===== config.mk =====
export PLATFORM = sky130hd
export DESIGN_NAME = sud_prep
export DESIGN_NICKNAME = d
export VERILOG_FILES = /design/src/hw/rtl/signed_unsigned_divider_64_assert.svh /design/src/hw/rtl/sud_pkg.sv /design/src/hw/rtl/sud_prep.sv
export SDC_FILE = /design/constraint.sdc
export NUM_CORES = 1
export LEC_CHECK = 0
export ABC_AREA = 1
export ABC_CLOCK_PERIOD_IN_PS = 4600
export BUFFER_PORTS_ARGS = -buffer_cell sky130_fd_sc_hd__clkbuf_2
export CAP_MARGIN = 20
export CELL_PAD_IN_SITES_DETAIL_PLACEMENT = 1
export CELL_PAD_IN_SITES_GLOBAL_PLACEMENT = 2
export CORE_UTILIZATION = 28
export CTS_BUF_LIST = sky130_fd_sc_hd__clkbuf_8
export DETAILED_ROUTE_END_ITERATION = 10
export PLACE_DENSITY_LB_ADDON = 0.1
export SETUP_SLACK_MARGIN = 0.1
export SLEW_MARGIN = 10
export SYNTH_ARGS = -nofsm -noshare
export SYNTH_HDL_FRONTEND = slang
export SYNTH_SLANG_ARGS = --single-unit

===== constraint.sdc =====
create_clock -name i_clk -period 4.6 [get_ports i_clk]
set_input_delay 0.23 -clock i_clk [delete_from_list [all_inputs] [get_ports i_clk]]
set_output_delay 0.23 -clock i_clk [all_outputs]
set_load 0.02 [all_outputs]

===== src/hw/rtl/signed_unsigned_divider_64_assert.svh =====
// Assertion macros for the restoring divider.
// Each macro samples on i_clk and is disabled while i_rst_n is low.
`ifndef SIGNED_UNSIGNED_DIVIDER_64_ASSERT_SVH
`define SIGNED_UNSIGNED_DIVIDER_64_ASSERT_SVH

// The consequent must hold in the same cycle as the antecedent.
`define SUD_ASSERT_NOW(lbl, ante, cons) \
    lbl: assert property (@(posedge i_clk) disable iff (!i_rst_n) (ante) |-> (cons)) \
        else $error("divider assertion failed");

// The consequent must hold in the cycle after the antecedent.
`define SUD_ASSERT_NEXT(lbl, ante, cons) \
    lbl: assert property (@(posedge i_clk) disable iff (!i_rst_n) (ante) |=> (cons)) \
        else $error("divider assertion failed");

`endif


===== src/hw/rtl/sud_pkg.sv =====
`timescale 1ns / 1ps
`default_nettype none
// ----------------------------------------------------------------------------
// Divider package
// Word types of the two channels and the sign control carried down the chain.
// ----------------------------------------------------------------------------
package sud_pkg;

    // Width of the fields on the ports; the working width may be smaller.
    localparam int PORT_WIDTH = 64;

    // Division modes carried in the cmd field.
    localparam logic CMD_UNSIGNED = 1'b0;
    localparam logic CMD_SIGNED   = 1'b1;

    typedef struct packed {
        logic                  cmd;
        logic [PORT_WIDTH-1:0] dividend;
        logic [PORT_WIDTH-1:0] divisor;
    } t_sud_in;

    typedef struct packed {
        logic [PORT_WIDTH-1:0] quotient;
        logic [PORT_WIDTH-1:0] remainder;
    } t_sud_out;

    // Sign corrections to apply once the magnitudes have been divided.
    typedef struct packed {
        logic neg_q;
        logic neg_r;
    } t_sud_sign;

endpackage
`default_nettype wire


===== src/hw/rtl/sud_prep.sv =====
`timescale 1ns / 1ps
`default_nettype none
// ----------------------------------------------------------------------------
// Divider operand stage
// Takes the absolute values in signed mode and records the sign corrections.
// ----------------------------------------------------------------------------
module sud_prep
    import sud_pkg::*;
#(
    parameter int DATA_WIDTH = 64
) (
    input  wire logic                  i_clk,
    input  wire logic                  i_rst_n,
    input  wire logic                  i_valid,
    output logic                       o_stall,
    input  wire t_sud_in               i_word,
    output logic                       o_valid,
    input  wire logic                  i_stall,
    output logic [DATA_WIDTH-1:0]      o_rem,
    output logic [DATA_WIDTH-1:0]      o_nq,
    output logic [DATA_WIDTH-1:0]      o_den,
    output t_sud_sign                  o_sign
);

    logic                  r_valid;
    logic [DATA_WIDTH-1:0] r_nq;
    logic [DATA_WIDTH-1:0] r_den;
    t_sud_sign             r_sign;

    logic [DATA_WIDTH-1:0] n_nq;
    logic [DATA_WIDTH-1:0] n_den;
    t_sud_sign             n_sign;
    logic                  a_neg;
    logic                  b_neg;

    always_comb begin
        a_neg = (i_word.cmd == CMD_SIGNED) && i_word.dividend[DATA_WIDTH-1];
        b_neg = (i_word.cmd == CMD_SIGNED) && i_word.divisor[DATA_WIDTH-1];
        n_nq  = a_neg ? (DATA_WIDTH'(0) - i_word.dividend[DATA_WIDTH-1:0])
                      : i_word.dividend[DATA_WIDTH-1:0];
        n_den = b_neg ? (DATA_WIDTH'(0) - i_word.divisor[DATA_WIDTH-1:0])
                      : i_word.divisor[DATA_WIDTH-1:0];
        n_sign.neg_q = a_neg ^ b_neg;
        n_sign.neg_r = a_neg;
    end

    assign o_stall = r_valid && i_stall;

    always_ff @(posedge i_clk) begin
        if (!i_rst_n) begin
            r_valid <= 1'b0;
        end else if (!o_stall) begin
            r_valid <= i_valid;
        end
    end

    always_ff @(posedge i_clk) begin
        if (!o_stall) begin
            r_nq   <= n_nq;
            r_den  <= n_den;
            r_sign <= n_sign;
        end
    end

    assign o_valid = r_valid;
    assign o_rem   = '0;
    assign o_nq    = r_nq;
    assign o_den   = r_den;
    assign o_sign  = r_sign;

endmodule
`default_nettype wire


Word level (Yosys, flattened, before mapping). Index checks and enable logic that the tools add are counted.

Flip-flop bits (word level): 131. Output and inout bits: 196. Word-level logic and storage cells: 13. Input port bits: 133.

$add $sub $neg: 2. Mux-type cells: 2. Reductions and logical operators: 3. Bitwise logic cells: 1.

Operators with widths (number): 2-to-1 mux 64 bit (2); subtractor 1 x 64 -> 64 bit (first input constant) (2); logical AND 1 bit (3); XOR 1 bit (1).

Logic depth before layout (Yosys ltp).
Depth after elaboration: 2. Depth in mapped cells: 11. Mapped depth without buffers: 11.

Worst setup path before layout. Ideal clock, no wire load.

Path type: register to register. From: register r_valid, in the netlist o_valid. To: register r_valid, in the netlist o_valid. Required time: 4.481 ns. Setup slack: 0.267 ns. Stages on the path, launching flop included: 4. Data arrival time: 4.214 ns. Period minus slack after synthesis: 4.333 ns. Path through: dfxtp_1 -> nand2_1 -> inv_1 -> o21a_1.

Longest elaborated chain between the ends: 1.

RTL lines: start, declared (RTL line sud_prep.sv:25) `logic r_valid;`; start signal, assigned (RTL line sud_prep.sv:53) `r_valid <= i_valid;`; logical AND 1 bit (RTL line sud_prep.sv:47) `assign o_stall = r_valid && i_stall;`; net o_stall (RTL line sud_prep.sv:15) `output logic o_stall,`.

The timed path passes the listed nets, and every way through them passes these cells. A chain may end at the register's enable or synchronous reset.

Final worst setup path.
From: input i_word[64] (netlist bit). To: register r_nq[62], in the netlist o_nq[62], data pin.

Longest elaborated chain between the ends: 2.

RTL lines: start, declared (RTL line sud_prep.sv:16) `input wire t_sud_in i_word,`; subtractor 1 x 64 -> 64 bit (RTL line sud_prep.sv:39) `n_nq = a_neg ? (DATA_WIDTH'(0) - i_word.dividend[DATA_WIDTH-1:0])`; 2-to-1 mux 64 bit (RTL line sud_prep.sv:39); net n_nq[62] (RTL line sud_prep.sv:30) `logic [DATA_WIDTH-1:0] n_nq;`; end signal, assigned (RTL line sud_prep.sv:59) `r_nq <= n_nq;`; end, declared (RTL line sud_prep.sv:26) `logic [DATA_WIDTH-1:0] r_nq;`.

The timed path passes the listed nets, and every way through them passes these cells.

==> metrics <==
drt wl/cell=18.2 µm; CTS tree=done; Fin Setup TNS=0 ns; Critical Path RT=4.82 ns; Residual DRC=0; PD cells=321 nW/µm²; # port buffers=264; post-synthesis compound-gate area fraction=0.0403; vias in the first global route=8659; Antenna Nets Post-Route=0; Post-Syn Area=9060 µm²; core area=31700 µm²; Synth Area in Simple Gates=0.357; Synth Instances=1179; routability cong.=0.866; vias per std cell=4.57; Final Hold Viols=0; Post-CTS Resized=0; CP arrival=2.35 ns; root buffer cell=clkbuf_8; share of post-route cells with drive strength above 1=0.250; Place WS=2.17 ns; r2r worst-path depth=4; layout overhead on the synthesized area=22.8%; Crit Path Category=in -> reg; Initial Utilization=0.286; most frequent cells in the layout=nand2_1 (370), clkbuf_2 (264), nor2_1 (203); Clock Skews=0.0113 ns; R2R setup slack=3.04 ns; WHS=0.0910 ns; max frequency=469 MHz; post-route insts no fill=1870; worst vdd ir=0.187 mV; die width=182 µm; Synth Area in XOR/XNOR=0.0600; RR Startpoint=o_valid$_SDFFE_PN0N_; fill count=4038; global route overflow=0; status=finished, final reports clean; clock sinks=131; # diodes=0; Die Y=182 µm; register bit total from synthesis=131; via count=8540; DP Area=10600 µm²; Worst Hold Endpoint=o_den[60]$_DFFE_PN_; Slew headroom=0.489; YS warnings=0; Tightest Hold Check Type=in -> reg; unrepaired setup endpoints after global routing=no; WL final=34100 µm; drt first-iter violations=362; Final Instance Area=11100 µm²; final period utilization=0.463; drt pass-1 iters=5; Final Setup Violations=0; setup ws final=2.47 ns; hpwl dp=28500 µm; IO Pins=329; Post-Syn Area per Cell=7.68 µm²; Distinct cells, synth=37; Clock transition at path regs=0.09 ns; adder-cell share of the synthesized area=0.00276; Hold Path Stages=3; Final Net Count=1590; Worst Tran Pin Value=0.765 ns; site row count=65; Crit Path Max Fanout=6; post-synthesis sequential area ratio=0.433; Leak Pwr=5.16 nW; largest net degree at the start of global routing=75; Post-CTS Setup Inserts=0; worst-skew pair later-pin latency=0.47 ns; CTS H-tree lvls=4; CTS max path bufs=2; min-delay src=i_word[60]; Tot GR Track Use=0.207; post-layout min period=2.13 ns; mux cell area share after synthesis=0; critical path launch point type=input pin; commonest non-fill, non-tap cell in the layout=nand2_1; Critical R2R Capture=o_valid$_SDFFE_PN0N_; Inst Count DP=1833; final slew viol count=0; die area=33100 µm²; Max-Cap Viols=0; initial antenna violation count=2; main combinational cell family by area after synthesis=simple AND/OR/NAND/NOR gates; Worst setup EP type=flip-flop; first-pass GRT wire length=50700 µm; CTS buffer count=17
[final cells by class]
class,count,area (µm²),share of cell area
Clock buffer,19,262,0.0235
Clock inverter,13,206,0.0186
Inverter,103,387,0.0348
Multi-Input combinational cell,929,4420,0.397
Sequential cell,131,3920,0.353
Tap cell,402,503,0.0452
Timing Repair Buffer,273,1420,0.128
[repair_timing]
action	4_1_cts	5_1_grt
hold endpoints to repair	3	0
endpoints found under the setup margin	0	0
hold buffers	4	0
[Yosys cell counts (all sizes together)]
library cell | count | area share
a21boi | 1 | 0.00083
a21o | 1 | 0.00083
a21oi | 9 | 0.0050
a31oi | 1 | 0.00069
buf | 78 | 0.063
clkbuf | 1 | 0.00041
conb | 1 | 0.00041
dfxtp | 1 | 0.0022
edfxtp | 130 | 0.43
ha | 2 | 0.0028
inv | 103 | 0.043
nand2 | 382 | 0.16
nand3 | 89 | 0.053
nand3b | 4 | 0.0033
nand4 | 41 | 0.029
nor2 | 228 | 0.11
nor3 | 1 | 0.00055
o21a | 1 | 0.00083
o21ai | 41 | 0.032
or2 | 2 | 0.0014
xnor2 | 29 | 0.028
xor2 | 33 | 0.032
[flip-flops by register name (all words and copies together) (netlist names)]
name and count:
o_valid 1, o_sign 2, o_nq 64, o_den 64
[per-stage QoR]
stage / utilization / total power, mW
4_1_cts: 0.350 / 3.62
5_1_grt: 0.351 / 3.74
2_1_floorplan: - / 2.10
6_report: 0.351 / 3.57
3_5_place_dp: 0.334 / 2.41
3_3_place_gp: 0.334 / 2.40
[kinds of logic after synthesis]
logic type | count (synthesis)
XOR/XNOR | 62
adder cells (fa/ha/maj) | 2
buffers and inverters | 182
flip-flops | 131
AND/OR/NAND/NOR | 747
AO/OA/AOI/OAI | 54
other | 1
[how the worst max path moves through the flow]
stage,slack [ns],to,startpoint,cells past startpoint
2_1_floorplan,0.27,o_valid$_SDFFE_PN0N_,o_valid$_SDFFE_PN0N_,3
3_3_place_gp,2.21,o_nq[33]$_DFFE_PN_,i_word[128],9
3_5_place_dp,2.17,o_nq[61]$_DFFE_PN_,i_word[128],7
4_1_cts,2.33,o_stall,o_valid$_SDFFE_PN0N_,3
5_1_grt,2.36,o_nq[46]$_DFFE_PN_,i_word[64],11
6_report,2.47,o_nq[62]$_DFFE_PN_,i_word[64],11
[power by group]
group / switching (mW) / internal, mW
combinational: 0.601 / 0.246
clock: 0.525 / 0.674
sequential: 0.0480 / 1.48
total: 1.17 / 2.40
[metal layers]
layer  GRT usage  routed length, µm
met3      0.0349               1390
met5           0                 13
met2       0.379              17400
met4      0.0649                808
met1       0.244              14500
[worst max-delay path: stages]
cell and delay [ns]:
dlygate4sd3_1 0.53, clkbuf_2 0.12, inv_1 0.08, ha_1 0.19, nand3_2 0.15, nor2_4 0.24, nand3_1 0.16, o21ai_2 0.39
nand2_1 0.12, nand2_1 0.08, nand2_1 0.04
Power figures use the tool's default switching activity.
