**src/hw/rtl/signed_unsigned_divider_64_assert.svh**
```systemverilog
// Assertion macros for the restoring divider.
// Each macro samples on i_clk and is disabled while i_rst_n is low.
`ifndef SIGNED_UNSIGNED_DIVIDER_64_ASSERT_SVH
`define SIGNED_UNSIGNED_DIVIDER_64_ASSERT_SVH

// The consequent must hold in the same cycle as the antecedent.
`define SUD_ASSERT_NOW(lbl, ante, cons) \
    lbl: assert property (@(posedge i_clk) disable iff (!i_rst_n) (ante) |-> (cons)) \
        else $error("divider assertion failed");

// The consequent must hold in the cycle after the antecedent.
`define SUD_ASSERT_NEXT(lbl, ante, cons) \
    lbl: assert property (@(posedge i_clk) disable iff (!i_rst_n) (ante) |=> (cons)) \
        else $error("divider assertion failed");

`endif

```
**src/hw/rtl/sud_pkg.sv**
```systemverilog
`timescale 1ns / 1ps
`default_nettype none
// ----------------------------------------------------------------------------
// Divider package
// Word types of the two channels and the sign control carried down the chain.
// ----------------------------------------------------------------------------
package sud_pkg;

    // Width of the fields on the ports; the working width may be smaller.
    localparam int PORT_WIDTH = 64;

    // Division modes carried in the cmd field.
    localparam logic CMD_UNSIGNED = 1'b0;
    localparam logic CMD_SIGNED   = 1'b1;

    typedef struct packed {
        logic                  cmd;
        logic [PORT_WIDTH-1:0] dividend;
        logic [PORT_WIDTH-1:0] divisor;
    } t_sud_in;

    typedef struct packed {
        logic [PORT_WIDTH-1:0] quotient;
        logic [PORT_WIDTH-1:0] remainder;
    } t_sud_out;

    // Sign corrections to apply once the magnitudes have been divided.
    typedef struct packed {
        logic neg_q;
        logic neg_r;
    } t_sud_sign;

endpackage
`default_nettype wire

```
**src/hw/rtl/sud_cell.sv**
```systemverilog
`timescale 1ns / 1ps
`default_nettype none
// ----------------------------------------------------------------------------
// Divider cell
// One restoring shift-subtract step, producing one quotient bit.
// ----------------------------------------------------------------------------
module sud_cell
    import sud_pkg::*;
#(
    parameter int DATA_WIDTH = 64
) (
    input  wire logic                  i_clk,
    input  wire logic                  i_rst_n,
    input  wire logic                  i_valid,
    output logic                       o_stall,
    input  wire logic [DATA_WIDTH-1:0] i_rem,
    input  wire logic [DATA_WIDTH-1:0] i_nq,
    input  wire logic [DATA_WIDTH-1:0] i_den,
    input  wire t_sud_sign             i_sign,
    output logic                       o_valid,
    input  wire logic                  i_stall,
    output logic [DATA_WIDTH-1:0]      o_rem,
    output logic [DATA_WIDTH-1:0]      o_nq,
    output logic [DATA_WIDTH-1:0]      o_den,
    output t_sud_sign                  o_sign
);

    logic                  r_valid;
    logic [DATA_WIDTH-1:0] r_rem;
    logic [DATA_WIDTH-1:0] r_nq;
    logic [DATA_WIDTH-1:0] r_den;
    t_sud_sign             r_sign;

    logic [DATA_WIDTH:0]   rem_sh;
    logic [DATA_WIDTH+1:0] diff;
    logic                  ge;
    logic [DATA_WIDTH-1:0] n_rem;
    logic [DATA_WIDTH-1:0] n_nq;

    // The shifted partial remainder keeps its carry bit, so a subtraction is
    // taken whenever the borrow out of the extended difference is clear.
    always_comb begin
        rem_sh = {i_rem, i_nq[DATA_WIDTH-1]};
        diff   = {1'b0, rem_sh} - {2'b00, i_den};
        ge     = !diff[DATA_WIDTH+1];
        n_rem  = ge ? diff[DATA_WIDTH-1:0] : rem_sh[DATA_WIDTH-1:0];
        n_nq   = {i_nq[DATA_WIDTH-2:0], ge};
    end

    assign o_stall = r_valid && i_stall;

    always_ff @(posedge i_clk) begin
        if (!i_rst_n) begin
            r_valid <= 1'b0;
        end else if (!o_stall) begin
            r_valid <= i_valid;
        end
    end

    always_ff @(posedge i_clk) begin
        if (!o_stall) begin
            r_rem  <= n_rem;
            r_nq   <= n_nq;
            r_den  <= i_den;
            r_sign <= i_sign;
        end
    end

    assign o_valid = r_valid;
    assign o_rem   = r_rem;
    assign o_nq    = r_nq;
    assign o_den   = r_den;
    assign o_sign  = r_sign;

endmodule
`default_nettype wire

```
**config.mk**
```make
export PLATFORM = sky130hd
export DESIGN_NAME = sud_cell
export DESIGN_NICKNAME = d
export VERILOG_FILES = /design/src/hw/rtl/signed_unsigned_divider_64_assert.svh /design/src/hw/rtl/sud_pkg.sv /design/src/hw/rtl/sud_cell.sv
export SDC_FILE = /design/constraint.sdc
export NUM_CORES = 1
export LEC_CHECK = 0
export ABC_CLOCK_PERIOD_IN_PS = 15600
export BUFFER_PORTS_ARGS = -buffer_cell sky130_fd_sc_hd__buf_2
export CORE_AREA = 2 2 156 158
export CTS_CLUSTER_DIAMETER = 120
export DETAILED_ROUTE_END_ITERATION = 6
export DIE_AREA = 0 0 158 160
export PLACE_DENSITY = 0.73
export SLEW_MARGIN = 20
export SYNTH_ARGS = -nofsm -noshare
export SYNTH_HDL_FRONTEND = slang
export SYNTH_SLANG_ARGS = --single-unit
```
**constraint.sdc**
```tcl
create_clock -name i_clk -period 15.6 [get_ports i_clk]
set_input_delay 2.34 -clock i_clk [delete_from_list [all_inputs] [get_ports i_clk]]
set_output_delay 2.34 -clock i_clk [all_outputs]
set_load 0.05 [all_outputs]
```
### After elaboration in Yosys (flattened, before gate mapping)

Cells that the tools add are included.

* word-level logic and storage cells: 10
* bits of input ports: 198
* flip-flop bits (word level): 195

* $add $sub $neg: 1
* mux-type cells: 1
* reductions and logical operators: 2

Operators with widths (number)
* $sub 65x64->66: 1
* $mux 64: 1
* $logic_and 1x1->1: 1
* $logic_not 1->1: 1

### Longest topological paths before layout

* word-level depth: 2
* gate-level depth with buffers: 15
* mapped depth without buffers: 14

### Worst setup path before layout

Ideal clock, no wire load.

* kind: in2out
* start point: input i_stall
* end point: output o_stall
* stages on the path: 2
* setup slack: 5256 ps
* path buffers: 0
* data arrival time: 8004 ps
* path through: nand2_1 inv_1

* cells in the longest elaborated chain, start to end: 1

RTL lines
* from (decl): line sud_cell.sv:21 `input wire logic i_stall,`
* $logic_and 1x1->1: line sud_cell.sv:50 `assign o_stall = r_valid && i_stall;`
* to (decl): line sud_cell.sv:15 `output logic o_stall,`

No other way between the ends.

### Worst setup path in the final report

Ends and elaborated chain as after synthesis.

==> flow_summary.json <==
{
  "cp-end-kind": "primary output",
  "cp_max_fo": 62,
  "netSwitchingFraction_pct": 38.4,
  "synth_edf_count": 194,
  "port_buffers": 393,
  "p_int_w": 0.00101,
  "ys_seq_area_share_pct": 55.9,
  "route.detailed.drc": 0,
  "fin_crit_sh_pct": 37.0,
  "worstPathArrival_ps": 3440,
  "holdCritPathClass": "register to register",
  "vdd_drop_max_uv": 64.0,
  "vias_per_cell": 5.21,
  "synth_fp_nets": 1204,
  "slowest_delay_ps": 580,
  "fin_nets": 1592,
  "cts_setup_buffers": 0,
  "grt_max_degree": 116,
  "drv_slew": 0,
  "synth_warnings": 0,
  "antenna_found_initial": 2,
  "avgSynthCellArea_sq_um": 11.1,
  "via_count": 8693,
  "p_per_area_mw_per_mm2": 123,
  "finClkSkew_ps": 9.19,
  "htree_levels": 4,
  "start_util_pct": 43.9,
  "cp_top_family": "simple AND/OR/NAND/NOR gates",
  "synthCells": 941,
  "clk_pin_slew_worst_paths_ps": 80,
  "num_rows": 57,
  "die_x_microns": 158,
  "numCtsBuffers": 17,
  "seq_power_share_pct": 40.3,
  "io_pins": 394,
  "fp.dieArea_sq_mm": 0.0253,
  "synthArstFlopShare_pct": 0,
  "synth_area_sq_mm": 0.0105,
  "combPwrFrac_pct": 32.0,
  "core-area_sq_mm": 0.0238,
  "startpoint_type": "input pin",
  "max_slew_margin_pct": 36.3,
  "track_usage_pct": 23.1,
  "power.net_switching_w": 0.000631,
  "worstPathCellList": "buf_2 -> nand2_4 -> inv_1 -> buf_2",
  "grt_pass1_vias": 8508,
  "cts_tree": "yes",
  "p_leak_nw": 6.13,
  "worstMarginPinSlew_ps": 956,
  "p_clk_share_pct": 27.7,
  "globalplace.congestion": 0.889,
  "p_total_w": 0.00164,
  "holdBufCountCts": 0,
  "drt-total-wl_mm": 30.2,
  "firstDrtPassIters": 7,
  "setup_viol": 0,
  "post_drt_wl_per_cell_microns": 18.1,
  "dp.final_hpwl_mm": 23.6,
  "outcome": "complete, no violations",
  "critical_path.most_common_cell": "buf_2",
  "cpMaxStageDelayCell": "nand2_4",
  "drv_cap": 0,
  "grt_pass1_wl_mm": 45.0,
  "r2r_setup_slack_ps": 13380,
  "synth_seq_cells": 195,
  "crit_required_ps": 13260,
  "worstSetupPathType": "input pin to primary output",
  "rsz0062_at_grt": "false",
  "post_cts_resized": 0,
  "hold_viol": 0,
  "fin_crit_ps": 5780,
  "synthFlopType": "edfxtp_1",
  "grt_remaining_overflow": 0,
  "fp.dieH_microns": 160,
  "synth.distinct_cells": 60,
  "ant_nets": 0,
  "clockBufferDepth": 2,
  "path_buf_inv": 3,
  "cts_sinks": 195,
  "clock_latency_ps": 440,
  "fmax_mhz": 173,
  "drive_above_1_share_pct": 33.8,
  "fin_tns_setup_ps": 0,
  "area_delta_synth_final_pct": 27.7,
  "first_iter_violations": 620,
  "clock-root-buffer": "clkbuf_16"
}
## path summary, 6_finish.rpt
| path | from | to | depth (start not counted) |
|---|---|---|---|
| min reg2reg | o_valid | o_rem[63] | 1 |
| min | o_valid | o_rem[63] | 1 |
| max | i_stall | o_stall | 4 |
| max reg2reg | o_valid | o_nq[12] | 2 |
## synthesized netlist by cell type (3+ instances only)
master / instances / area share [%]
o21ai_0: 27 / 1.3
and3_1: 6 / 0.36
o21ai_1: 4 / 0.19
a31oi_1: 10 / 0.60
nand3_1: 11 / 0.53
a211oi_1: 7 / 0.50
a21o_1: 25 / 1.8
and2_1: 4 / 0.24
inv_1: 86 / 3.1
a221oi_1: 3 / 0.25
o21a_1: 9 / 0.65
o221ai_1: 4 / 0.34
edfxtp_1: 194 / 56
ha_1: 64 / 7.7
nor3_1: 5 / 0.24
xnor2_1: 31 / 2.6
nor2b_1: 6 / 0.36
or3_1: 4 / 0.24
a21oi_1: 133 / 6.4
xor2_1: 26 / 2.2
o21bai_1: 13 / 0.93
nand2_1: 74 / 2.7
a31o_2: 4 / 0.34
buf_2: 9 / 0.43
mux2_2: 12 / 1.3
clkbuf_1: 15 / 0.54
o211ai_1: 5 / 0.36
nor2_1: 95 / 3.4
nand4_1: 12 / 0.72
## power by group through the flow
stage / clock network [W] / logic, W / registers [W]
after floorplan: 0 / 0.000175 / 0.000890
after global placement: 0 / 0.000518 / 0.000673
after detailed placement: 0 / 0.000522 / 0.000674
after CTS: 0.000464 / 0.000524 / 0.000663
after global routing: 0.000483 / 0.000557 / 0.000668
final: 0.000455 / 0.000524 / 0.000662
## placed cells by master, fill, tap and decap left out, types with 5 or more instances in the layout
cell	Yosys	layout
mux2_2	12	12
a21oi_1	133	133
nand2_1	74	73
nor2b_1	6	6
nand3_1	11	11
o21bai_1	13	13
a21o_1	25	25
xnor2_1	31	31
a211oi_1	7	7
o211ai_1	5	5
buf_2	9	393
and3_1	6	6
nand4_1	12	12
clkinv_8	0	5
a31oi_1	10	10
xor2_1	26	26
inv_1	86	86
o21a_1	9	9
edfxtp_1	194	194
o21ai_0	27	27
clkbuf_16	0	17
nor3_1	5	5
nor2_1	95	95
ha_1	64	64
## per-layer routing
layer | vias up | track usage, % | wire length (microns) | share of wire [%]
met2 | 339 | 39.9 | 14800 | 49
li1 | 4214 | - | - | -
met3 | 52 | 5.89 | 2510 | 8.3
met1 | 4086 | 27.5 | 11900 | 39
met5 | - | 0 | 13 | 0.043
met4 | 2 | 8.93 | 921 | 3.1
## state kept, by name, indices dropped and copies added (netlist names)
signal and count:
o_nq 64, o_rem 64, o_valid 1, o_sign 2, o_den 64
## worst reg2reg max path, delay by kind of cell (launching register included)
| kind | cells | cell delay [ps] |
|---|---|---|
| buffers and inverters | 1 | 820 |
| flip-flops | 1 | 340 |
| AND/OR/NAND/NOR | 1 | 590 |
## layout make-up
class | count | area (sq um)
diodes | 2 | 5.00
clock buffers | 18 | 429
clock inverters | 14 | 180
fillers | 2117 | 10500
inverters | 86 | 323
multi-input cells | 633 | 4170
flip-flops and latches | 195 | 5850
well taps | 324 | 405
repair buffers | 396 | 1990
## metrics by stage
stage | hold WS [ps] | util, % | setup WS, ps | std cells | cell area [sq um]
global route | 1240 | 56.1 | 9700 | 1667 | 13400
CTS | 1190 | 56.0 | 9750 | 1666 | 13300
floorplan | 2440 | - | 5260 | 941 | 10500
detailed placement | 1180 | 53.5 | 9290 | 1634 | 12700
global placement | 1150 | 53.5 | 9380 | 1634 | 12700
finish | 1150 | 56.1 | 9820 | 1668 | 13400
## logic make-up (layout without fill, tap and decap cells)
logic type,after synthesis,after routing,share of synthesized area (%)
fa+ha+maj,65,65,7.85
compound gates,269,269,16.2
mux,14,14,1.48
xor+xnor,57,57,4.77
buf+inv,113,514,4.25
other cells,0,2,0
flops,195,195,55.9
simple gates,228,228,9.54
Power figures use the tool's default switching activity.
