$ cat src/hw/rtl/signed_unsigned_divider_64_assert.svh
// Assertion macros for the restoring divider.
// Each macro samples on i_clk and is disabled while i_rst_n is low.
`ifndef SIGNED_UNSIGNED_DIVIDER_64_ASSERT_SVH
`define SIGNED_UNSIGNED_DIVIDER_64_ASSERT_SVH

// The consequent must hold in the same cycle as the antecedent.
`define SUD_ASSERT_NOW(lbl, ante, cons) \
    lbl: assert property (@(posedge i_clk) disable iff (!i_rst_n) (ante) |-> (cons)) \
        else $error("divider assertion failed");

// The consequent must hold in the cycle after the antecedent.
`define SUD_ASSERT_NEXT(lbl, ante, cons) \
    lbl: assert property (@(posedge i_clk) disable iff (!i_rst_n) (ante) |=> (cons)) \
        else $error("divider assertion failed");

`endif

$ cat src/hw/rtl/sud_pkg.sv
`timescale 1ns / 1ps
`default_nettype none
// ----------------------------------------------------------------------------
// Divider package
// Word types of the two channels and the sign control carried down the chain.
// ----------------------------------------------------------------------------
package sud_pkg;

    // Width of the fields on the ports; the working width may be smaller.
    localparam int PORT_WIDTH = 64;

    // Division modes carried in the cmd field.
    localparam logic CMD_UNSIGNED = 1'b0;
    localparam logic CMD_SIGNED   = 1'b1;

    typedef struct packed {
        logic                  cmd;
        logic [PORT_WIDTH-1:0] dividend;
        logic [PORT_WIDTH-1:0] divisor;
    } t_sud_in;

    typedef struct packed {
        logic [PORT_WIDTH-1:0] quotient;
        logic [PORT_WIDTH-1:0] remainder;
    } t_sud_out;

    // Sign corrections to apply once the magnitudes have been divided.
    typedef struct packed {
        logic neg_q;
        logic neg_r;
    } t_sud_sign;

endpackage
`default_nettype wire

$ cat src/hw/rtl/sud_fix.sv
`timescale 1ns / 1ps
`default_nettype none
// ----------------------------------------------------------------------------
// Divider result stage
// Applies the sign corrections and holds the result word for the receiver.
// ----------------------------------------------------------------------------
module sud_fix
    import sud_pkg::*;
#(
    parameter int DATA_WIDTH = 64
) (
    input  wire logic                  i_clk,
    input  wire logic                  i_rst_n,
    input  wire logic                  i_valid,
    output logic                       o_stall,
    input  wire logic [DATA_WIDTH-1:0] i_rem,
    input  wire logic [DATA_WIDTH-1:0] i_nq,
    input  wire t_sud_sign             i_sign,
    output logic                       o_valid,
    input  wire logic                  i_stall,
    output t_sud_out                   o_word
);

    logic     r_valid;
    t_sud_out r_word;
    t_sud_out n_word;

    always_comb begin
        n_word = '0;
        n_word.quotient[DATA_WIDTH-1:0] =
            i_sign.neg_q ? (DATA_WIDTH'(0) - i_nq) : i_nq;
        n_word.remainder[DATA_WIDTH-1:0] =
            i_sign.neg_r ? (DATA_WIDTH'(0) - i_rem) : i_rem;
    end

    assign o_stall = r_valid && i_stall;

    always_ff @(posedge i_clk) begin
        if (!i_rst_n) begin
            r_valid <= 1'b0;
        end else if (!o_stall) begin
            r_valid <= i_valid;
        end
    end

    always_ff @(posedge i_clk) begin
        if (!o_stall) begin
            r_word <= n_word;
        end
    end

    assign o_valid = r_valid;
    assign o_word  = r_word;

endmodule
`default_nettype wire

$ cat config.mk
export PLATFORM = sky130hd
export DESIGN_NAME = sud_fix
export DESIGN_NICKNAME = d
export VERILOG_FILES = /design/src/hw/rtl/signed_unsigned_divider_64_assert.svh /design/src/hw/rtl/sud_pkg.sv /design/src/hw/rtl/sud_fix.sv
export SDC_FILE = /design/constraint.sdc
export NUM_CORES = 1
export LEC_CHECK = 0
export BUFFER_PORTS_ARGS = -buffer_cell sky130_fd_sc_hd__buf_2
export CORE_MARGIN = 8
export CORE_UTILIZATION = 30
export CTS_CLUSTER_SIZE = 25
export DETAILED_ROUTE_END_ITERATION = 16
export HOLD_SLACK_MARGIN = 0.15
export PLACE_DENSITY_LB_ADDON = 0.12
export SETUP_SLACK_MARGIN = 0.1
export SYNTH_ARGS = -nofsm -noshare
export SYNTH_HDL_FRONTEND = slang
export SYNTH_SLANG_ARGS = --single-unit
$ cat constraint.sdc
create_clock -name i_clk -period 6.2 [get_ports i_clk]
set_clock_uncertainty 0.1 [all_clocks]
set_input_delay 1.24 -clock i_clk [delete_from_list [all_inputs] [get_ports i_clk]]
set_output_delay 1.24 -clock i_clk [all_outputs]
set_load 0.01 [all_outputs]
* Word-level counts from Yosys, hierarchy flattened *
Index checks and enable logic that the tools add are counted.

operators by class
  add/subtract/negate cells = 2
  reductions and logical operators = 1
  muxes and demuxes = 2

operator list
  cell                     number
  $mux W64                 2
  $sub A1 B64 Y64 const A  2
  $logic_and A1 B1 Y1      1

word-level totals
  logic and storage cells = 8
  register bits = 129
  bits of input ports = 134

* Depth between registers and ports, before layout *
Gate-level depths: netlist of the first run.

  word-level depth = 2
  gate-level depth with buffers = 7
  mapped depth without buffers = 7

* Worst setup path after synthesis of the first run *
No wires, ideal clock.

  path type = input to output
  from = input i_stall
  to = output o_stall
  stages on the path = 2
  buffers on the path = 0
  path slack = 464 ps
  arrival time = 4,396 ps
  cells stage by stage = nand2_1 > inv_1

on the way
  longest elaborated chain between the ends = 1

RTL lines
  element              RTL line       text
  start, declared      sud_fix.sv:20  input wire logic i_stall,
  $logic_and A1 B1 Y1  sud_fix.sv:36  assign o_stall = r_valid && i_stall;
  end, declared        sud_fix.sv:15  output logic o_stall,

Every way passes these cells.

* Final worst setup path of the first run *
Ends and elaborated chain as after synthesis.

==> out/qor.yml, run 1 <==
cts:
  clkSinkCount: 129
  numCtsBuffers: 17
  cts_resized: 0
  cts_tree: "built"
  clk_pin_slew_ps: 60
  clock_path_buffers: 2
  cts_setup_buffers: 0
  cts_hold_buf: 0
  htreeDepth: 4
  clk_latency_ps: 410
  cts_root_buffer: "clkbuf_16"
timing:
  hold_viol: 0
  rsz0062_at_grt: "false"
  max_freq_mhz: 285
  slew_viol_final: 0
  worst_pin_slew_ps: 1150
  setup_violations: 0
  relSlewSlack_pct: 23.3
  min_period_over_period_pct: 56.6
  finalCriticalPeriod_ps: 3510
  finalSetupTns_ps: 0
synthesis:
  syn-cell-area_mm2: 0.00696
  synth_seq_area_share_pct: 55.5
  yosysWarnings: 0
  ys_ff_latch: 129
  syn_avg_cell_area_um2: 12.9
  netlist_instances: 538
  ys_types: 41
  syn_nets: 674
critical_path:
  critPathKind: "input port to output pin"
  rr_startpoint: "o_valid"
  worstPathArrival_ps: 2170
  timing.reg2reg.setup_slack_ps: 3840
  crit_required_ps: 4860
  r2r_cells: 2
  timing.rr.end: "o_word[9]"
  endpoint_kind: "output pin"
  startpoint_type: "input port"
  crit_fanout: 52
route:
  ant_nets: 0
  vias: 5491
  avgRoutedWirePerCell_um: 19.3
  drc: 0
  vias_per_cell: 4.99
  routed_wl_um: 21300
  first_pass_iters: 4
  drt_iter0_markers: 244
cells_and_area:
  fin_area_mm2: 0.00918
  fillers: 2225
  fin_util_pct: 40.4
  seqCellArea_mm2: 0.00386
  multi_input_area_mm2: 0.00301
  area_growth_syn_to_layout_pct: 32.0
  drive_above_1_share_pct: 42.6
  fin_nets: 938
die:
  die_area_mm2: 0.0283
  num_rows: 55
  fp.dieH_um: 168
  die_width_um: 168
  io_pins: 264
  initial_core_util_pct: 30.6
  core-area_mm2: 0.0227
pwr:
  peakVddDrop_mv: 0.153
  p_sw_mw: 0.661
  total_leakage_power_nw: 3.45
  power.share.clock_pct: 40.9
  switching_share_pct: 26.0
  p_per_area_mw_per_mm2: 277
  internal_power_mw: 1.89
  power_frac_comb_pct: 15.6
  power_frac_seq_pct: 43.5
place:
  portBuffers: 263
  globalplace.congestion: 0.802
  placed_cell_area_mm2: 0.00857
  hpwl_um: 16500
run:
  drv_cap: 0
grt:
  grt_pass1_vias: 5849
  grt_usage_pct: 14.7
  antenna_found_initial: 4
  grt_pass1_wl_um: 32700
  grt_max_degree: 79
  gr-total-overflow: 0
worst_hold_path:
  holdPathEnd: "o_valid"
  min_path_cells: 2
  min-delay-path-class: "input port to register"
  min_from: "i_rst_n"
outcome:
  status: "complete, no violations"
-- synth_stat cells, drive strengths merged --
cell | number | area share, %
or3 | 21 | 2.0
clkbuf | 18 | 0.97
o21ai | 39 | 2.8
o31ai | 34 | 3.7
o21a | 1 | 0.11
edfxtp | 128 | 55
or4 | 30 | 3.6
or2 | 6 | 0.54
ha | 2 | 0.36
nand2b | 5 | 0.45
or3b | 1 | 0.13
and4bb | 1 | 0.18
nor4 | 12 | 1.7
nand2 | 37 | 2.0
nor2b | 1 | 0.090
dfxtp | 1 | 0.29
nor3 | 7 | 1.0
and4b | 1 | 0.14
nor4b | 2 | 0.34
or4b | 1 | 0.14
nor2 | 14 | 0.76
buf | 1 | 0.072
nand4 | 7 | 1.2
xnor2 | 124 | 16
inv | 5 | 0.27
nand3 | 9 | 0.72
o41ai | 30 | 5.6
-- worst max-delay path by stage --
stage	from	end	slack, ps	cells past startpoint
floorplan	i_stall	o_stall	460	2
global placement	i_rem[0]	o_word[54]	2530	8
detailed placement	i_rem[0]	o_word[54]	2430	8
CTS	i_stall	o_stall	2620	4
global route	i_stall	o_stall	2550	4
finish	i_stall	o_stall	2690	4
-- logic make-up after synthesis --
kind of cell | synth area share (%)
flops | 55.5
xor+xnor | 15.6
simple gates | 14.9
fa+ha+maj | 0.360
compound gates | 12.3
buf+inv | 1.31
-- layer usage --
layer | global-route usage, % | vias to the layer above | wire (um)
li1 | - | 2627 | -
met1 | 16.6 | 2624 | 8730
met2 | 24.2 | 199 | 10000
met3 | 6.57 | 35 | 2050
met4 | 5.24 | 6 | 450
met5 | 0 | - | 32
-- stage by stage --
stage / setup slack (ps) / total power [mW] / instances / hold slack (ps)
after global placement: 2530 / 1.53 / 1068 / 1010
after global routing: 2550 / 2.66 / 1101 / 906
after CTS: 2620 / 2.58 / 1100 / 905
after floorplan: 464 / 1.32 / 538 / 1240
after detailed placement: 2430 / 1.53 / 1068 / 1020
final: 2690 / 2.55 / 1101 / 929
-- critical path, stage by stage --
cell and delay, ps:
buf_2 110, nand2_4 510, inv_1 130, buf_2 180
-- power groups by stage --
stage	sequential [mW]	combinational [mW]	clock, mW
final	1.11	0.397	1.04
after global routing	1.12	0.434	1.11
after CTS	1.11	0.404	1.07
after detailed placement	1.13	0.403	0
after global placement	1.13	0.400	0
after floorplan	1.18	0.136	0
-- flip-flops by register name, indices dropped and copies added, names as in the netlist --
| signal | cells |
|---|---|
| o_valid | 1 |
| o_word | 128 |
-- cells in the final DEF (no fill, tap or decap), types with 7 or more instances in the layout --
master	n
nand2_1	36
or4_1	24
clkbuf_16	17
or3_1	18
edfxtp_1	128
nor4_1	7
nor2_1	14
buf_2	263
nand3_1	8
o31ai_1	33
o41ai_1	13
o41ai_2	17
o21ai_0	38
xnor2_1	124
-- final cells by class --
cell class | count | area share (%)
antenna | 1 | 0.0272
clock buffer | 17 | 4.63
clock inverter | 15 | 1.98
inverter | 5 | 0.204
multi-input combinational | 385 | 32.8
sequential | 129 | 42.1
tap | 285 | 3.88
timing repair buffer | 264 | 14.4
(Power assumes the default switching activity.)
==> run 2, diff against run 1 <==
- ABC_AREA: not set -> 1
- clock period: 6.2 -> 2.9 ns (I/O delays scaled with it)
==> run 2 against run 1 <==
Against the previous run:
- hold slack lost 690 ps
- via count increased by 48%
- total power increased by 120%
- clock power increased by 110%
- first-iteration DRC count rose by 120%
- critical path type is now register to output pin
- largest cell class is now multi-input gates
==> out/qor.yml, run 2 <==
cells_and_area:
  drive_above_1_share_pct: 26.1  # was 42.6%
  area_growth_syn_to_layout_pct: 28.4  # was 32.0%
  largest_reg_flops: 128  # unchanged
  final_cell_mix: "nand2_1 (348), buf_2 (263), nor2_1 (187)"  # was buf_2 (263), edfxtp_1 (128), xnor2_1 (124)
  layout_commonest_cell: "nand2_1"  # was buf_2
  fin_nets: 1496  # was 938
  fin_area_mm2: 0.0108  # was 0.00918 mm2
grt:
  grt.busiest_layer: "met2"  # unchanged
  use_met3_pct: 4.62  # was 6.57%
  gr-total-overflow: 0  # unchanged
  grt_max_degree: 62  # was 79
  grt_use_met2_pct: 34.7  # was 24.2%
  antenna_found_initial: 3  # was 4
  grt_pass1_vias: 8435  # was 5849
  grtUsageMet1_pct: 20.9  # was 16.6%
  grt_pass1_wl_um: 48200  # was 32700 um
  grt_usage_pct: 18.6  # was 14.7%
synthesis:
  netlist_instances: 1088  # was 538
  ys_types: 33  # was 41
  yosysMostFrequentCell: "nand2_1"  # was edfxtp_1
  synthArstFlopShare_pct: 0  # unchanged
  syn-cell-area_mm2: 0.00844  # was 0.00696 mm2
  yosysWarnings: 0  # unchanged
  ys_top_cells_by_count: "nand2_1 (349), nor2_1 (187), edfxtp_1 (128), inv_1 (105), nand3_1 (94)"  # was edfxtp_1 (128), xnor2_1 (124), o21ai_0 (38), nand2_1 (37), o31ai_1 (33)
  ys_ff_latch: 129  # unchanged
  syn_nets: 1224  # was 674
  synth_top_area_share_pct: 45.6  # was 55.2%
  synth_seq_area_share_pct: 45.8  # was 55.5%
  synth_ff_type: "edfxtp_1"  # unchanged
  syn_avg_cell_area_um2: 7.75  # was 12.9 um2
  synth_edf_count: 128  # unchanged
  synth_area_leaders: "edfxtp_1 (46%), nand2_1 (16%), nor2_1 (8.3%)"  # was edfxtp_1 (55%), xnor2_1 (16%), o41ai_2 (4.0%)
  synth_area_leader_cell: "edfxtp_1"  # unchanged
place:
  portBuffers: 263  # unchanged
  globalplace.congestion: 0.920  # was 0.802
  hpwl_um: 25900  # was 16500 um
  placed_cell_area_mm2: 0.0102  # was 0.00857 mm2
timing:
  setup_violations: 0  # unchanged
  min_period_over_period_pct: 70.7
  slew_viol_final: 0  # unchanged
  hold_viol: 0  # unchanged
  relSlewSlack_pct: 62.2  # was 23.3%
  finalCriticalPeriod_ps: 2050
  worst_pin_slew_ps: 561  # was 1150 ps
  finalSetupTns_ps: 0  # unchanged
  max_freq_mhz: 487
  rsz0062_at_grt: "false"  # unchanged
cts:
  cts_tree: "built"  # unchanged
  numCtsBuffers: 17  # unchanged
  clk_latency_ps: 410  # about the same
  clk_pin_slew_ps: 70  # was 60 ps
  clock_path_buffers: 2  # unchanged
  cts_hold_buf: 0  # unchanged
  clkSinkCount: 129  # unchanged
  cts_setup_buffers: 0  # unchanged
  cts_resized: 0  # unchanged
  htreeDepth: 4  # unchanged
  cts_root_buffer: "clkbuf_16"  # unchanged
critical_path:
  worstPathArrival_ps: 1370  # was 2170 ps
  slowest_delay_ps: 420  # was 510 ps
  critPathKind: "register to output pin"  # was input port to output pin
  crit_fanout: 42  # was 52
  crit_chain: "nand2_8 -> inv_1 -> buf_2"  # was buf_2 -> nand2_4 -> inv_1 -> buf_2
  startpoint_type: "register"  # was input port
  crit_required_ps: 2220  # was 4860 ps
  cp_top_family: "flip-flops"  # was simple AND/OR/NAND/NOR gates
  slowest_stage: "dfxtp_1"  # was nand2_4
  endpoint_kind: "output pin"  # unchanged
  crit_buf_inv: 2  # was 3
die:
  num_rows: 61  # was 55
  fp.dieH_um: 184  # was 168 um
  initial_core_util_pct: 30.5  # was 30.6%
  io_pins: 264  # unchanged
  die_width_um: 184  # was 168 um
  core-area_mm2: 0.0277  # was 0.0227 mm2
  die_area_mm2: 0.0337  # was 0.0283 mm2
outcome:
  status: "complete, no violations"  # unchanged
pwr:
  p_sw_mw: 1.60  # was 0.661 mW
  p_per_area_mw_per_mm2: 513  # was 277 mW/mm2
  peakVddDrop_mv: 0.268  # was 0.153 mV
  power_frac_comb_pct: 17.9  # was 15.6%
  internal_power_mw: 3.96  # was 1.89 mW
  switching_share_pct: 28.8  # was 26.0%
  total_leakage_power_nw: 4.88  # was 3.45 nW
  power_frac_seq_pct: 41.9  # was 43.5%
  power.share.clock_pct: 40.2  # was 40.9%
route:
  vias_per_cell: 4.62  # was 4.99
  drt_iter0_markers: 531  # was 244
  avgRoutedWirePerCell_um: 17.9  # was 19.3 um
  drc: 0  # unchanged
  vias: 8103  # was 5491
  ant_nets: 0  # unchanged
  first_pass_iters: 9  # was 4
  routed_wl_um: 31300  # was 21300 um
run:
  drv_cap: 0  # unchanged
worst_hold_path:
  min-delay-path-class: "input port to register"  # unchanged
==> run 2: cell types whose count changed in the layout (fill, tap and decap cells not counted), moves of 24 or more <==
| cell | before | now |
|---|---|---|
| nand2_1 | 36 | 348 |
| nor2_1 | 14 | 187 |
| inv_1 | 5 | 105 |
| xnor2_1 | 124 | 26 |
| nand3_1 | 8 | 94 |
| xor2_1 | 0 | 42 |
| o31ai_1 | 33 | 0 |
| nand4_1 | 4 | 35 |
| or4_1 | 24 | 0 |
==> run 2: worst paths after layout <==
path                                   end  slack, ps     start  cells after the start
worst min register to register   o_word[9]        740   o_valid                      1
worst min-delay path             o_word[0]        240  i_rem[0]                      1
worst max-delay path               o_stall        850   o_valid                      3
worst max register to register  o_word[23]       1340   o_valid                      2
==> run 2: metal layers <==
metal  up-vias  share of wire, %  routed length (um)
li1       4100                 -                   -
met1      3719                41               12800
met2       252                52               16200
met3        26               6.3                1980
met4         6               1.2                 365
met5         -             0.099                  31
==> run 2: final cells by class <==
| class | count | area, um2 |
|---|---|---|
| inverter | 108 | 405 |
| tap | 378 | 473 |
| timing repair buffer | 267 | 1380 |
| sequential | 129 | 3860 |
| fill | 2930 | 16900 |
| multi-input combinational | 837 | 4100 |
| clock inverter | 13 | 151 |
| clock buffer | 19 | 453 |
| antenna | 2 | 5.00 |
==> run 2: cells by family after synthesis <==
| logic type | Yosys count | synth area share (%) |
|---|---|---|
| compound gates | 56 | 4.55 |
| xor+xnor | 68 | 7.06 |
| fa+ha+maj | 2 | 0.297 |
| buf+inv | 122 | 5.81 |
| flops | 129 | 45.8 |
| simple gates | 711 | 36.5 |
==> run 2: per-stage QoR <==
| step | power (mW) | utilization [%] | hold slack, ps | worst slack, ps | instances |
|---|---|---|---|---|---|
| finish | 5.56 | 39.1 | 238 | 848 | 1753 |
| global route | 5.82 | 39.1 | 218 | 712 | 1751 |
| CTS | 5.64 | 39.1 | 217 | 798 | 1751 |
| detailed placement | 3.38 | 36.9 | 674 | 517 | 1719 |
| global placement | 3.39 | 36.9 | 674 | 557 | 1719 |
| floorplan | 2.88 | - | 579 | 528 | 1088 |
==> run 2: power groups by stage <==
stage | clock (mW) | combinational [mW] | sequential, mW
floorplan | 0 | 0.401 | 2.48
global placement | 0 | 1.01 | 2.37
finish | 2.23 | 0.996 | 2.33
detailed placement | 0 | 1.01 | 2.37
global route | 2.37 | 1.10 | 2.35
CTS | 2.29 | 1.01 | 2.34
==> run 2: worst register-to-register path: stages (launching register included) <==
cell and delay (ps):
dfxtp_1 360, nand2_8 290, buf_4 440
==> run 3, diff against run 2 <==
- clock period: 2.9 -> 2.1 ns (I/O delays scaled with it)
==> run 3 against run 2 <==
Against the previous run:
- non-clock buffer count rose by 52
- setup slack got worse by 570 ps
- via count rose by 2.7%
- utilization rose by 1.3 points
- critical path depth did not move
- combinational power rose by 45%
- count of clock-buffer cells in the layout did not move
- routed wire length rose by 1.8%
- sequential power rose by 38%
- largest cell class unchanged
==> out/qor.yml, run 3 (same netlist as run 2, synthesis figures left out) <==
timing:
  min_period_over_period_pct: 86.9
  finalSetupTns_ps: 0  # unchanged
  worst_pin_slew_ps: 376  # was 561 ps
  finalCriticalPeriod_ps: 1830
  whs_ps: 219  # was 238 ps
  max_freq_mhz: 548
  hold_viol: 0  # unchanged
  slew_viol_final: 0  # unchanged
  relSlewSlack_pct: 74.7  # was 62.2%
  setup_violations: 0  # unchanged
  rsz0062_at_grt: "false"  # unchanged
cts:
  cts_root_buffer: "clkbuf_16"  # unchanged
  clkSinkCount: 129  # unchanged
  cts_resized: 0  # unchanged
  numCtsBuffers: 17  # unchanged
  clock_path_buffers: 2  # unchanged
  clk_pin_slew_ps: 60  # was 70 ps
  clk_latency_ps: 410  # about the same
  cts_tree: "built"  # unchanged
  cts_setup_buffers: 0  # unchanged
  htreeDepth: 4  # unchanged
critical_path:
  worstPathArrival_ps: 1310  # was 1370 ps
  crit_fanout: 26  # was 42
  crit_chain: "nand2_8 -> inv_1 -> buf_2"  # unchanged
  r2r_cells: 4  # was 2
  cp_top_family: "flip-flops"  # unchanged
  critPathLaunch: "o_valid"  # unchanged
  rr_startpoint: "o_valid"  # unchanged
  critPathKind: "register to output pin"  # unchanged
  endpoint_kind: "output pin"  # unchanged
  crit_required_ps: 1580  # was 2220 ps
  slowest_stage: "dfxtp_1"  # unchanged
  slowest_delay_ps: 420  # about the same
  cp.depth: 3  # unchanged
  startpoint_type: "register"  # unchanged
  crit_buf_inv: 2  # unchanged
route:
  drc: 0  # unchanged
  avgRoutedWirePerCell_um: 17.7  # was 17.9 um
  vias_per_cell: 4.61  # was 4.62
  drt_iter0_markers: 463  # was 531
  first_pass_iters: 6  # was 9
  routed_wl_um: 31900  # was 31300 um
  ant_nets: 0  # unchanged
  vias: 8322  # was 8103
cells_and_area:
  final_cell_mix: "nand2_1 (348), buf_2 (263), nor2_1 (187)"  # unchanged
  layout_commonest_cell: "nand2_1"  # unchanged
  fin_util_pct: 40.4  # was 39.1%
  area_growth_syn_to_layout_pct: 32.7  # was 28.4%
  fillers: 2859  # was 2930
  drive_above_1_share_pct: 28.1  # was 26.1%
  fin_nets: 1548  # was 1496
  largest_reg_flops: 128  # unchanged
worst_hold_path:
  min_path_cells: 3  # was 1
  min-delay-path-class: "input port to register"  # unchanged
  min_from: "i_rem[63]"  # was i_rem[0]
pwr:
  peakVddDrop_mv: 0.361  # was 0.268 mV
  total_leakage_power_nw: 5.11  # was 4.88 nW
  p_per_area_mw_per_mm2: 674  # was 513 mW/mm2
run:
  drv_cap: 0  # unchanged
grt:
  antenna_found_initial: 5  # was 3
  grt_pass1_vias: 8676  # was 8435
  gr-total-overflow: 0  # unchanged
  grt_usage_pct: 18.8  # was 18.6%
  grt_max_degree: 46  # was 62
  grt_pass1_wl_um: 48500  # was 48200 um
die:
  core-area_mm2: 0.0277  # unchanged
  die_width_um: 184  # unchanged
  num_rows: 61  # unchanged
  fp.dieH_um: 184  # unchanged
  io_pins: 264  # unchanged
  die_area_mm2: 0.0337  # unchanged
  initial_core_util_pct: 30.5  # unchanged
outcome:
  status: "complete, no violations"  # unchanged
place:
  portBuffers: 263  # unchanged
  hpwl_um: 26600  # was 25900 um
  globalplace.congestion: 0.935  # was 0.920
## run 3: cell types whose count changed in the layout (fill, tap and decap cells not counted), moves of 2 or more
cell           delta
dlygate4sd3_1     +4
clkinv_1          +3
clkbuf_1          +2
clkbuf_8          -2
buf_12            +2
clkinv_4          -2
buf_4            +46
## run 3: worst reg2reg max path: stages (launching register included)
cell	delay (ps)
dfxtp_1	360
nand2_8	240
inv_1	100
o21a_1	170
dlygate4sd3_1	540
## run 3: power by group
| part | switching [mW] | internal [mW] |
|---|---|---|
| registers | 0.0783 | 3.15 |
| logic | 0.902 | 0.538 |
| clock network | 1.25 | 1.63 |
| total | 2.23 | 5.31 |
## run 3: area by class of cell
type                    count  area, um2  area share, %
diodes                      1       2.50         0.0223
clock buffers              19        433           3.87
clock inverters            13        114           1.02
inverters                 108        405           3.62
multi-input cells         837       4100           36.6
flip-flops and latches    129       3860           34.5
well taps                 378        473           4.22
repair buffers            319       1810           16.2
## run 3: final timing paths
kind / end / slack [ps]
max reg2reg: o_valid / 480
min: o_word[63] / 220
min reg2reg: o_word[64] / 660
max: o_stall / 270
## run 3: metrics by stage
stage / cell area (um2) / std cells / power, mW / setup WS, ps
final: 11200 / 1804 / 7.54 / 275
after global routing: 11200 / 1804 / 7.88 / 197
after CTS: 11200 / 1803 / 7.64 / 247
after detailed placement: 10600 / 1767 / 4.74 / -21.8
after global placement: 10600 / 1767 / 4.73 / 15.4
after floorplan: 8450 / 1088 / 3.97 / 306
## run 3: per-layer routing
layer / global-route usage [%] / share of wire, %
met1: 20.8 / 40
met2: 34.3 / 50
met3: 4.66 / 6.9
met4: 7.26 / 2.8
met5: 0 / 0.17
## run 3: timing repair
item,CTS,global route
endpoints found under the setup margin,0,0
endpoints found under the hold margin,3,0
hold buffers,4,0
